### config.mk
export PLATFORM = sky130hd
export DESIGN_NAME = rpn_ctrl
export DESIGN_NICKNAME = d
export VERILOG_FILES = /design/src/rtl/rpn_pkg.sv /design/src/rtl/rpn_ctrl.sv
export SDC_FILE = /design/constraint.sdc
export NUM_CORES = 1
export LEC_CHECK = 0
export BUFFER_PORTS_ARGS = -buffer_cell sky130_fd_sc_hd__buf_4
export CAP_MARGIN = 0
export CORE_AREA = 2 2 51 53
export CTS_CLUSTER_SIZE = 30
export DETAILED_ROUTE_END_ITERATION = 10
export DIE_AREA = 0 0 53 55
export PLACE_DENSITY = 0.71
export SETUP_SLACK_MARGIN = 0.3
export SLEW_MARGIN = 20
export SYNTH_ARGS = -nofsm -noshare
export SYNTH_HDL_FRONTEND = slang
export SYNTH_SLANG_ARGS = --single-unit
### constraint.sdc
create_clock -name clk -period 3.82 [get_ports clk]
set_input_delay 0.382 -clock clk [delete_from_list [all_inputs] [get_ports clk]]
set_output_delay 0.382 -clock clk [all_outputs]
set_load 0.01 [all_outputs]
### src/rtl/rpn_pkg.sv
// ----------------------------------------------------------------------------
// rpn_pkg
// Shared types and constants for the RPN stack calculator.
// ----------------------------------------------------------------------------
package rpn_pkg;

    localparam int DataW    = 32;
    localparam int NumVars  = 26;
    localparam int VarIdxW  = 5;
    localparam int QuoW     = 48;
    localparam int DivCntW  = 6;

    // opcodes
    localparam logic [3:0] OP_PUSH   = 4'd0;
    localparam logic [3:0] OP_ADD    = 4'd1;
    localparam logic [3:0] OP_SUB    = 4'd2;
    localparam logic [3:0] OP_MUL    = 4'd3;
    localparam logic [3:0] OP_DIV    = 4'd4;
    localparam logic [3:0] OP_MOD    = 4'd5;
    localparam logic [3:0] OP_PRINT  = 4'd6;
    localparam logic [3:0] OP_PEEK   = 4'd7;
    localparam logic [3:0] OP_DUP    = 4'd8;
    localparam logic [3:0] OP_SWAP   = 4'd9;
    localparam logic [3:0] OP_CLEAR  = 4'd10;
    localparam logic [3:0] OP_RECALL = 4'd11;
    localparam logic [3:0] OP_ASSIGN = 4'd12;
    localparam logic [3:0] OP_LAST   = 4'd13;
    localparam logic [3:0] OP_UNSET  = 4'd14;

    // status codes
    localparam logic [2:0] ST_OK    = 3'd0;
    localparam logic [2:0] ST_UNDER = 3'd1;
    localparam logic [2:0] ST_FULL  = 3'd2;
    localparam logic [2:0] ST_DIV0  = 3'd3;
    localparam logic [2:0] ST_NOVAR = 3'd4;

    // push sources
    localparam logic [3:0] SRC_OPERAND = 4'd0;
    localparam logic [3:0] SRC_X       = 4'd1;
    localparam logic [3:0] SRC_Y       = 4'd2;
    localparam logic [3:0] SRC_ADD     = 4'd3;
    localparam logic [3:0] SRC_SUB     = 4'd4;
    localparam logic [3:0] SRC_MUL     = 4'd5;
    localparam logic [3:0] SRC_DIV     = 4'd6;
    localparam logic [3:0] SRC_MOD     = 4'd7;
    localparam logic [3:0] SRC_VAR     = 4'd8;
    localparam logic [3:0] SRC_LAST    = 4'd9;

    typedef struct packed {
        logic       load;
        logic       pop;
        logic       top;
        logic       top_pop;
        logic       cap_x;
        logic       cap_y;
        logic       push;
        logic [3:0] push_src;
        logic       flag;
        logic [2:0] flag_code;
        logic       clear;
        logic       recall;
        logic       unset;
        logic       mul;
        logic       div_start;
        logic       div_mod;
        logic       show;
        logic       assign_var;
    } rpn_cmd_t;

    typedef struct packed {
        logic depth_zero;
        logic sel_valid;
        logic vidx_bad;
        logic x_zero;
        logic div_done;
    } rpn_stat_t;

endpackage

### src/rtl/rpn_ctrl.sv
// ----------------------------------------------------------------------------
// rpn_ctrl
// Opcode sequencer: steps each operation through pops, compute and pushes.
// ----------------------------------------------------------------------------
module rpn_ctrl
(
    input  logic                clk,
    input  logic                rst_n,
    input  logic                start,
    input  logic [3:0]          opcode,
    input  rpn_pkg::rpn_stat_t  stat,
    output rpn_pkg::rpn_cmd_t   cmd,
    output logic                busy,
    output logic                done
);

    localparam logic [3:0] S_IDLE      = 4'd0;
    localparam logic [3:0] S_DECODE    = 4'd1;
    localparam logic [3:0] S_WAIT_X    = 4'd2;
    localparam logic [3:0] S_CHK0      = 4'd3;
    localparam logic [3:0] S_POP_Y     = 4'd4;
    localparam logic [3:0] S_WAIT_Y    = 4'd5;
    localparam logic [3:0] S_MUL       = 4'd6;
    localparam logic [3:0] S_DIV_GO    = 4'd7;
    localparam logic [3:0] S_DIV_WAIT  = 4'd8;
    localparam logic [3:0] S_PUSH_R    = 4'd9;
    localparam logic [3:0] S_PUSH_X1   = 4'd10;
    localparam logic [3:0] S_PUSH_2ND  = 4'd11;
    localparam logic [3:0] S_ASSIGN    = 4'd12;
    localparam logic [3:0] S_SHOW      = 4'd13;
    localparam logic [3:0] S_FIN       = 4'd14;

    logic [3:0] state_reg, state_next;
    logic [3:0] op_reg;
    logic       done_reg;
    logic       accept;

    assign busy   = (state_reg != S_IDLE);
    assign accept = start && !busy;
    assign done   = done_reg;

    always_ff @(posedge clk or negedge rst_n)
    begin
        if (!rst_n)
        begin
            state_reg <= S_IDLE;
            op_reg    <= rpn_pkg::OP_PUSH;
            done_reg  <= 1'b0;
        end
        else
        begin
            state_reg <= state_next;
            done_reg  <= (state_reg == S_FIN);
            if (accept)
            begin
                op_reg <= opcode;
            end
        end
    end

    always_comb
    begin
        cmd        = '0;
        cmd.load   = accept;
        cmd.div_mod = (op_reg == rpn_pkg::OP_MOD);
        state_next = state_reg;
        unique case (state_reg)
            S_IDLE:
            begin
                if (accept)
                begin
                    state_next = S_DECODE;
                end
            end
            S_DECODE:
            begin
                state_next = S_FIN;
                case (op_reg)
                    rpn_pkg::OP_PUSH:
                    begin
                        cmd.push     = 1'b1;
                        cmd.push_src = rpn_pkg::SRC_OPERAND;
                    end
                    rpn_pkg::OP_ADD, rpn_pkg::OP_SUB, rpn_pkg::OP_MUL, rpn_pkg::OP_DIV,
                    rpn_pkg::OP_MOD, rpn_pkg::OP_SWAP, rpn_pkg::OP_DUP:
                    begin
                        cmd.pop    = 1'b1;
                        state_next = S_WAIT_X;
                    end
                    rpn_pkg::OP_ASSIGN:
                    begin
                        if (stat.sel_valid)
                        begin
                            cmd.pop    = 1'b1;
                            state_next = S_WAIT_X;
                        end
                        else
                        begin
                            cmd.flag      = 1'b1;
                            cmd.flag_code = rpn_pkg::ST_NOVAR;
                        end
                    end
                    rpn_pkg::OP_PRINT, rpn_pkg::OP_PEEK:
                    begin
                        if (stat.depth_zero)
                        begin
                            cmd.flag      = 1'b1;
                            cmd.flag_code = rpn_pkg::ST_UNDER;
                        end
                        else
                        begin
                            cmd.top     = 1'b1;
                            cmd.top_pop = (op_reg == rpn_pkg::OP_PRINT);
                            state_next  = S_SHOW;
                        end
                    end
                    rpn_pkg::OP_CLEAR:
                    begin
                        cmd.clear = 1'b1;
                    end
                    rpn_pkg::OP_RECALL:
                    begin
                        if (stat.vidx_bad)
                        begin
                            cmd.flag      = 1'b1;
                            cmd.flag_code = rpn_pkg::ST_NOVAR;
                        end
                        else
                        begin
                            cmd.recall   = 1'b1;
                            cmd.push     = 1'b1;
                            cmd.push_src = rpn_pkg::SRC_VAR;
                        end
                    end
                    rpn_pkg::OP_LAST:
                    begin
                        cmd.push     = 1'b1;
                        cmd.push_src = rpn_pkg::SRC_LAST;
                    end
                    rpn_pkg::OP_UNSET:
                    begin
                        cmd.unset = 1'b1;
                    end
                    default:
                    begin
                    end
                endcase
            end
            S_WAIT_X:
            begin
                cmd.cap_x = 1'b1;
                case (op_reg)
                    rpn_pkg::OP_DUP:                 state_next = S_PUSH_X1;
                    rpn_pkg::OP_DIV, rpn_pkg::OP_MOD: state_next = S_CHK0;
                    default:                         state_next = S_POP_Y;
                endcase
            end
            S_CHK0:
            begin
                if (stat.x_zero)
                begin
                    cmd.flag      = 1'b1;
                    cmd.flag_code = rpn_pkg::ST_DIV0;
                    state_next    = S_FIN;
                end
                else
                begin
                    state_next = S_POP_Y;
                end
            end
            S_POP_Y:
            begin
                cmd.pop    = 1'b1;
                state_next = S_WAIT_Y;
            end
            S_WAIT_Y:
            begin
                cmd.cap_y = 1'b1;
                case (op_reg)
                    rpn_pkg::OP_MUL:                 state_next = S_MUL;
                    rpn_pkg::OP_DIV, rpn_pkg::OP_MOD: state_next = S_DIV_GO;
                    rpn_pkg::OP_SWAP:                state_next = S_PUSH_X1;
                    rpn_pkg::OP_ASSIGN:              state_next = S_ASSIGN;
                    default:                         state_next = S_PUSH_R;
                endcase
            end
            S_MUL:
            begin
                cmd.mul    = 1'b1;
                state_next = S_PUSH_R;
            end
            S_DIV_GO:
            begin
                cmd.div_start = 1'b1;
                state_next    = S_DIV_WAIT;
            end
            S_DIV_WAIT:
            begin
                if (stat.div_done)
                begin
                    state_next = S_PUSH_R;
                end
            end
            S_PUSH_R:
            begin
                cmd.push   = 1'b1;
                state_next = S_FIN;
                case (op_reg)
                    rpn_pkg::OP_ADD: cmd.push_src = rpn_pkg::SRC_ADD;
                    rpn_pkg::OP_SUB: cmd.push_src = rpn_pkg::SRC_SUB;
                    rpn_pkg::OP_MUL: cmd.push_src = rpn_pkg::SRC_MUL;
                    rpn_pkg::OP_DIV: cmd.push_src = rpn_pkg::SRC_DIV;
                    default:         cmd.push_src = rpn_pkg::SRC_MOD;
                endcase
            end
            S_PUSH_X1:
            begin
                cmd.push     = 1'b1;
                cmd.push_src = rpn_pkg::SRC_X;
                state_next   = S_PUSH_2ND;
            end
            S_PUSH_2ND:
            begin
                // dup pushes the same value again, swap pushes the second pop
                cmd.push     = 1'b1;
                cmd.push_src = (op_reg == rpn_pkg::OP_DUP) ? rpn_pkg::SRC_X : rpn_pkg::SRC_Y;
                state_next   = S_FIN;
            end
            S_ASSIGN:
            begin
                cmd.assign_var = 1'b1;
                state_next     = S_FIN;
            end
            S_SHOW:
            begin
                cmd.show   = 1'b1;
                state_next = S_FIN;
            end
            S_FIN:
            begin
                state_next = S_IDLE;
            end
            default:
            begin
                state_next = S_IDLE;
            end
        endcase
    end

endmodule

==> results.md, run 1 <==
- Via-per-instance ratio: between 5 and 6
- Grt total ovfl: 0
- Min cycle time layout: approximately 2500 ps
- CP endpoint kind: output pin
- Largest net degree at the start of global routing: 24
- Router iterations before antenna repair: 4
- Routed WL per cell: around 15 um
- Layout Nets: approximately 180
- First-pass GRT wire length: 4505 um
- Via count: roughly 1200
- Max IR drop VDD: approximately 0.5 mV
- Post_cts resized: 0
- Highest-delay cell along the critical path: dfrtp_1
- CP max FO: 23
- RePlAce Congestion: around 0.97
- Area of the multi-input gates: around 700 um^2
- Slew Limit Fails: 0
- PwrDens: roughly 780 nW/um^2
- Fin Hold WS: 365.6 ps
- Fmax: 394.9 MHz
- Non-Filler Instances: ~200
- LEAKAGE: ~0.60 nW
- Worst-Margin Slew: between 600 and 700 ps
- Worst Setup Start Kind: flop
- Fin crit share: between 60% and 70%
- Worst Reg2Reg Path Length in Cells: 4
- CTS tree: yes
- RSZ-0062 raised after global routing: false
- Die W: around 53 um
- Hold path depth: 2
- Total wire length: between 2000 and 3000 um
- Initial Utilization: between 40% and 50%
- Final hold vios: 0
- Cell taking the most area after synthesis: dfrtp_1
- Rel. slew slack: between 50% and 60%
- Post-synth EDFFs: 0
- DR iter-0 viols: 50
- Share of layout cells above drive strength 1: between 30% and 40%
- Cell variety after synth: 47
- Crit path largest cell delay: 620 ps
- CP Class: flop to output pin
- Io pins: 37
- Synthesized area: just over 1000 um^2
- Clock slew seen by the registers of the worst setup and hold paths: 50 ps
- # setup viols final: 0
- Initial antenna violation count: 0
- Post-Route Skew: 2.623 ps
- DP Worst Slack: around 1600 ps
- Ys async rst share: 100.0%
- Skew-Pair Late Insertion Delay: between 200 and 300 ps
- DRC viols: 0
- Synth area leaders: dfrtp_1 22%, nor2_1 6.0%, mux2_2 4.5%
- TNS Setup: 0 ps
- Final HPWL DP: approximately 2200 um
- Placement Rows: 18
- Vias in the first global route: a little under 1000
- GRT Resource Usage Total: between 20% and 30%
- Post-synth top area share: between 20 and 25%
- Core box area: 2365 um^2
- Worst Hold Class: input pin to flop
- Synth cell count leaders: 16 x nor2_1, 11 x nand2_1, 9 x dfrtp_1, 9 x inv_1, 8 x nor3_1
- Yosys warning count: 0
- # Post-CTS Setup Buffers: 0
- Post-Syn Instances: ~130
- CTS sink cnt: 9
- Max Cap Viol: 0
- Final antenna-violating net count: 0
- # fillers: 242
- Number of synthesized register bits: 9
- Port bufs: 36
- CTS buffer count: 3
- Seq/Total Area, Yosys: between 20% and 30%
- Placed cell count: between 150 and 200
- Final setup margin: around 1300 ps
- Post-CTS Hold Buffers: 1
- Total die area: ~3000 um^2
- Status: finished, final reports clean
- Syn Nets: between 100 and 150
- Die Y: 55 um
- CP required: approximately 3400 ps
- Post-Route Utilization: about 55%
- Most used DFF post-synth: dfrtp_1
- R2R Setup Slk: 1810 ps
- Sequential cell area: between 200 and 250 um^2
- H-tree Lvls: 1
- CP Cell Sequence: nand2b_2 -> or4b_4 -> nand2b_4 -> nor2_1 -> buf_4
- Synthesis-to-layout area growth: 29.90%
- Ant diodes: 0
- Syn avg cell area: 7.582 um^2
- Cell with the most instances after synthesis: nor2_1
- CTS Buffer Depth: 2
- Critical Path AT: 2150 ps
- Cell chosen for the clock root: clkbuf_4
[routing by layer]
| layer | GRT usage, % | vias to the layer above | part of all wire [%] |
|---|---|---|---|
| met3 | 1.613 | 4 | 8.8 |
| met5 | 0 | - | 0 |
| met1 | 28.31 | 544 | 40 |
| met4 | 9.829 | 0 | 1.3 |
| li1 | - | 551 | - |
| met2 | 34.17 | 53 | 50 |
[cell usage in the layout, fill, tap and decap left out, types with 3 or more instances in the layout]
cell / n
a21oi_1: 6
nor3_1: 8
buf_4: 37
nor2_1: 16
nand3_1: 6
dfrtp_1: 9
nand2b_1: 7
nand2_1: 11
nor2b_1: 3
o21ai_0: 5
inv_1: 9
mux2_2: 4
clkbuf_4: 3
[cell type report]
class	count	share of cell area [%]
sequential	9	17.19
clock buffer	4	2.006
inverter	9	2.579
timing repair buffer	38	21.97
multi-input combinational	105	53.39
tap	30	2.865
[cells by family after synthesis]
group / after synthesis / synth area share (%)
buffers and inverters: 19 / 8.312
AOI/OAI and AO/OA: 32 / 24.32
and+or+nand+nor: 66 / 37.72
xor gates and xnor gates: 1 / 0.8686
DFF: 9 / 22.33
muxes: 6 / 6.451
[stage by stage]
step / instance area, um^2 / total power, mW
after floorplan: 1008 / 0.7514
final: 1310 / 1.018
after global routing: 1310 / 1.117
after detailed placement: 1274 / 0.9417
after CTS: 1310 / 1.014
after global placement: 1274 / 0.9354
[worst max-delay path, delay by kind of cell (launching register included)]
kind	cells	cell delay, ps
buffers and inverters	1	130
flip-flops	1	620
AND/OR/NAND/NOR	4	1150
[power breakdown]
group | internal, mW | switching, mW | leakage [nW]
clock network | 0.0398 | 0.0270 | 0.0150
logic | 0.302 | 0.316 | 0.473
registers | 0.139 | 0.193 | 0.110
total | 0.481 | 0.536 | 0.598
[final timing paths]
check | endpoint | start
setup / recovery | cmd[19] | state_reg[1]$_DFFE_PN0P_
hold / removal | op_reg[0]$_DFFE_PN0P_ | opcode[0]
setup reg to reg | state_reg[1]$_DFFE_PN0P_ | state_reg[1]$_DFFE_PN0P_
hold reg to reg | op_reg[3]$_DFFE_PN0P_ | op_reg[3]$_DFFE_PN0P_
max in group asynchronous | state_reg[3]$_DFFE_PN0P_ | rst_n
min in group asynchronous | op_reg[2]$_DFFE_PN0P_ | rst_n
Note: power is estimated with default switching activity, not from simulation.
==> run 2: changes to the inputs <==
--- a/config.mk
+++ b/config.mk
@@ -11,7 +11,7 @@
 export CTS_CLUSTER_SIZE = 30
 export DETAILED_ROUTE_END_ITERATION = 10
 export DIE_AREA = 0 0 53 55
-export PLACE_DENSITY = 0.71
+export PLACE_DENSITY = 0.74
 export SETUP_SLACK_MARGIN = 0.3
 export SLEW_MARGIN = 20
 export SYNTH_ARGS = -nofsm -noshare
==> constraint.sdc (replaced) <==
create_clock -name clk -period 2.2 [get_ports clk]
set_input_delay 0.22 -clock clk [delete_from_list [all_inputs] [get_ports clk]]
set_output_delay 0.22 -clock clk [all_outputs]
set_load 0.01 [all_outputs]
==> run 2 against run 1 <==
Sequential power increased by 8.7%. First-iteration DRC count did not move. Worst setup slack worse by 1100 ps. Utilization grew 15 points. Hold slack lost 170 ps. Total power up 140%. Cell count up 15%. Via count up 13%.
==> results.md, run 2 (synthesis gave the netlist of run 1 again) <==
- Crit path largest cell delay: about 490 ps
- Placed Area: roughly 1300 um^2
- Die W: approximately 53 um
- CTS Buffer Depth: 2
- Most common cell after layout, fill and taps aside: buf_4
- Buf/Inv on CP: 1
- Max Cap Viol: 0
- Final HPWL DP: between 2000 and 2500 um
- Worst-Margin Slew: ~350 ps
- Die Y: ~55 um
- Fin Hold WS: approximately 200 ps
- Total wire length: ~3600 um
- CP required: between 1500 and 2000 ps
- Worst Hold Class: input pin to flop
- Met1 global-route usage: 28.15%
- Port bufs: 36
- Cell chosen for the clock root: clkbuf_4
- Skew-Pair Late Insertion Delay: ~260 ps
- Clock slew seen by the registers of the worst setup and hold paths: approximately 60 ps
- M2 GR Usage: 43.96%
- Final antenna-violating net count: 0
- M3 GR Usage: 5.376%
- RePlAce Congestion: around 0.87
- Min cycle time layout: between 2000 and 2500 ps
- Share of layout cells above drive strength 1: 53.33%
- Final setup margin: around 190 ps
- Fmax: 497.2 MHz
- Grt total ovfl: 0
- Layout Nets: between 200 and 250
- Slew Limit Fails: 0
- CP Cell Sequence: nand2b_4 -> or4b_4 -> nand2b_4 -> nor2_1 -> buf_4
- Via count: ~1300
- Crit path max-delay family: simple AND/OR/NAND/NOR gates
- CTS sink cnt: 9
- Initial Utilization: a little over two fifths
- CTS tree: yes
- Placement Rows: 18
- Initial antenna violation count: 0
- CP endpoint kind: output pin
- Ant diodes: 0
- Rel. slew slack: 76.53%
- CP max FO: 5
- Final hold vios: 0
- Core box area: around 2400 um^2
- # setup viols final: 0
- Via-per-instance ratio: between 5 and 6
- Post-Route Skew: about 1.1 ps
- Total die area: approximately 2900 um^2
- First-pass GRT wire length: 5092 um
- CP Class: flop to output pin
- GRT Resource Usage Total: a little under a quarter
- Highest-delay cell along the critical path: or4b_4
- Design area: roughly 1700 um^2
- LEAKAGE: 0.7817 nW
- Status: finished, final reports clean
- Critical Path AT: about 1800 ps
- GR peak layer: met2
- CTS buffer count: 3
- Vias in the first global route: ~1100
- Routed WL per cell: about 16 um
- TNS Setup: 0 ps
- Non-Filler Instances: 225
- Top cell by count, worst path: nand2b_4
- Worst Setup Start Kind: flop
- Io pins: 37
- Router iterations before antenna repair: 4
- Placed cell count: a little under 200
- Largest net degree at the start of global routing: 23
- R2R Setup Slk: roughly 420 ps
- Fin crit share: about nine tenths
- Commonest non-fill, non-tap cells in the layout: 60 x buf_4, 15 x nor2_1, 11 x nand2_1, 8 x inv_1, 7 x nor3_1
- Synthesis-to-layout area growth: 65.14%
- RSZ-0062 raised after global routing: true
- PwrDens: roughly 1500 nW/um^2
- DRC viols: 0
- DP Worst Slack: approximately 310 ps
- DR iter-0 viols: 50
- H-tree Lvls: 1
- Max IR drop VDD: 0.9187 mV
run 2: cell count changes in the layout (fill, tap and decap cells not counted), sizes merged:
cell	previous run	this run
buf	37	67
run 2: where the power goes:
group / leakage (nW) / internal [mW] / switching [mW]
sequential: 0.105 / 0.255 / 0.107
combinational: 0.661 / 0.964 / 1.02
clock: 0.0150 / 0.0699 / 0.0574
run 2: final timing paths:
check / start / cells past startpoint / endpoint
min: opcode[0] / 2 / op_reg[0]$_DFFE_PN0P_
min reg2reg: op_reg[3]$_DFFE_PN0P_ / 1 / op_reg[3]$_DFFE_PN0P_
max reg2reg: state_reg[0]$_DFFE_PN0P_ / 5 / state_reg[2]$_DFFE_PN0P_
min in group asynchronous: rst_n / 2 / state_reg[1]$_DFFE_PN0P_
max: op_reg[3]$_DFFE_PN0P_ / 5 / cmd[19]
max in group asynchronous: rst_n / 2 / op_reg[2]$_DFFE_PN0P_
run 2: through the flow:
| stage | util (%) | power, mW |
|---|---|---|
| 3_5_place_dp | 56.08 | 1.727 |
| 2_1_floorplan | - | 1.305 |
| 3_3_place_gp | 56.08 | 1.704 |
| 5_1_grt | 70.42 | 2.631 |
| 6_report | 70.42 | 2.475 |
| 4_1_cts | 61.43 | 2.027 |
run 2: final cells by class:
cell class                 count  area [um^2]
multi-input combinational    105        809.5
fill                         196        699.4
timing repair buffer          68        525.5
sequential                     9        230.2
tap                           30        37.54
inverter                       9        36.28
clock buffer                   4        26.28
run 2: metal layers:
layer | vias up | part of all wire (%) | routed length [um]
met1 | 633 | 39 | 1412
met3 | 6 | 5.4 | 196
li1 | 606 | - | -
met5 | - | 0 | 0
met2 | 58 | 54 | 1944
met4 | 0 | 1.3 | 48
run 2: what timing repair did:
action / in CTS / in global routing
gates cloned: 0 / 1
hold buffers: 1 / 0
hold endpoints to repair: 9 / 0
resized for setup: 10 / 21
pin swaps: 1 / 4
setup endpoints to repair: 14 / 12
buffers inserted: 8 / 14
run 2: worst reg2reg max path, stage by stage (launching register included):
cell,delay (ps)
dfrtp_2,440
buf_4,160
nor4b_4,390
o22ai_1,160
a2111oi_2,370
a221o_1,180
==> run 3: changes to the inputs <==
==> constraint.sdc (replaced) <==
create_clock -name clk -period 2.2 [get_ports clk]
set_input_delay 0.11 -clock clk [delete_from_list [all_inputs] [get_ports clk]]
set_output_delay 0.11 -clock clk [all_outputs]
set_load 0.01 [all_outputs]
==> run 3 against run 2 <==
Largest cell class unchanged. Combinational power rose by 4%. Total power rose by 3.7%. Die area did not move.
==> results.md, run 3 (synthesis gave the netlist of run 1 again) <==
- Status: finished, final reports clean
- DR iter-0 viols: 66
- Initial Utilization: about 43%
- CP required: 2090 ps
- DRC viols: 0
- Fmax: just over 500 MHz
- Slew Limit Fails: 0
- Clock slew seen by the registers of the worst setup and hold paths: 60 ps
- Via count: ~1400
- CP endpoint kind: output pin
- # fillers: 192
- CTS sink cnt: 9
- Critical Path AT: ~1900 ps
- First-pass GRT wire length: between 5000 and 6000 um
- CTS Buffer Depth: 2
- RePlAce Congestion: 0.8702
- Max IR drop VDD: between 1 and 1.5 mV
- Total wire length: roughly 4000 um
- CP max FO: 5
- Die W: 53 um
- Layout Nets: 210
- Routed WL per cell: about 17 um
- Worst-Margin Slew: about 380 ps
- Skew-Pair Late Insertion Delay: ~280 ps
- Grt total ovfl: 0
- # setup viols final: 0
- Port bufs: 36
- Fin crit share: just under 90%
- Worst r2r src: op_reg[3]$_DFFE_PN0P_
- Router iterations before antenna repair: 4
- Initial antenna violation count: 0
- Cell chosen for the clock root: clkbuf_4
- GRT Resource Usage Total: between 20% and 30%
- Non-Filler Instances: about 230
- Sequential cell area: 231.5 um^2
- Worst Hold Class: input pin to flop
- Placed cell count: 199
- Most common cell after layout, fill and taps aside: buf_4
- Min cycle time layout: 1969 ps
- LEAKAGE: about 0.79 nW
- Core box area: around 2400 um^2
- Post-Route Skew: between 7 and 8 ps
- CP Class: flop to output pin
- Synthesis-to-layout area growth: 65.63%
- Die Y: 55 um
- Via-per-instance ratio: 6.013
- Total die area: 2915 um^2
- Rel. slew slack: about 75%
- Largest net degree at the start of global routing: 23
- CTS buffer count: 3
- Area of the multi-input gates: about 800 um^2
- TNS Setup: 0 ps
- Share of layout cells above drive strength 1: 52.79%
- Crit path launch: op_reg[3]$_DFFE_PN0P_
- H-tree Lvls: 1
- Io pins: 37
- Worst Setup Start Kind: flop
- Vias in the first global route: approximately 1200
- Final HPWL DP: about 2300 um
- PwrDens: ~1500 nW/um^2
- Final antenna-violating net count: 0
- Final hold vios: 0
- Hold path startpoint: opcode[0]
- Ant diodes: 0
- CTS tree: yes
- Placement Rows: 18
- RSZ-0062 raised after global routing: true
- Commonest non-fill, non-tap cells in the layout: 64 x buf_4, 15 x nor2_1, 10 x nand2_1, 9 x inv_1, 8 x nor3_1
- Max Cap Viol: 0
## run 3: per-layer routing
layer / up-vias / global-route usage (%) / part of all wire (%)
met1: 652 / 29.42 / 37
met2: 76 / 44.17 / 50
met4: 0 / 11.54 / 5.9
li1: 614 / - / -
met3: 23 / 5.914 / 7.9
met5: - / 0 / 0
## run 3: stage by stage
stage	util (%)	hold slack [ps]	cell area (um^2)	worst slack, ps	power, mW
3_3_place_gp	56.72	-60.08	1341	424.7	1.728
2_1_floorplan	-	-185.6	1008	604.9	1.305
5_1_grt	70.63	72.73	1670	208.9	2.702
3_5_place_dp	56.72	-56.44	1341	377.0	1.752
6_report	70.63	68.14	1670	230.8	2.566
4_1_cts	64.71	75.62	1530	238.0	2.171
## run 3: layout make-up
cell class | instances | share of cell area [%]
inverters | 9 | 2.022
well taps | 30 | 2.247
flip-flops and latches | 9 | 13.86
clock buffers | 4 | 1.573
multi-input cells | 105 | 47.04
repair buffers | 70 | 33.26
## run 3: final timing paths
kind	slack, ps	end	depth (start not counted)
hold reg to reg	640	state_reg[3]$_DFFE_PN0P_	2
hold / removal	70	op_reg[0]$_DFFE_PN0P_	2
setup / recovery	230	cmd[19]	5
min in group asynchronous	190	done$_DFF_PN0_	2
max in group asynchronous	1850	op_reg[2]$_DFFE_PN0P_	2
setup reg to reg	390	state_reg[1]$_DFFE_PN0P_	7
## run 3: where the power goes
group	switching [mW]	total (mW)	internal, mW
clock	0.0661	0.136	0.0704
combinational	1.06	2.06	0.996
sequential	0.116	0.372	0.257
## run 3: what timing repair did
item,in CTS,in global routing
hold endpoints to repair,9,0
endpoints found under the setup margin,7,6
pin swaps,4,5
gates resized for setup,10,20
setup buffers,17,6
hold buffers,1,0
## run 3: critical path: stages (launching register included)
cell and delay (ps):
dfrtp_1 390, nand2b_2 250, or4b_4 520, nand2b_4 170, nor2_1 120, buf_4 140
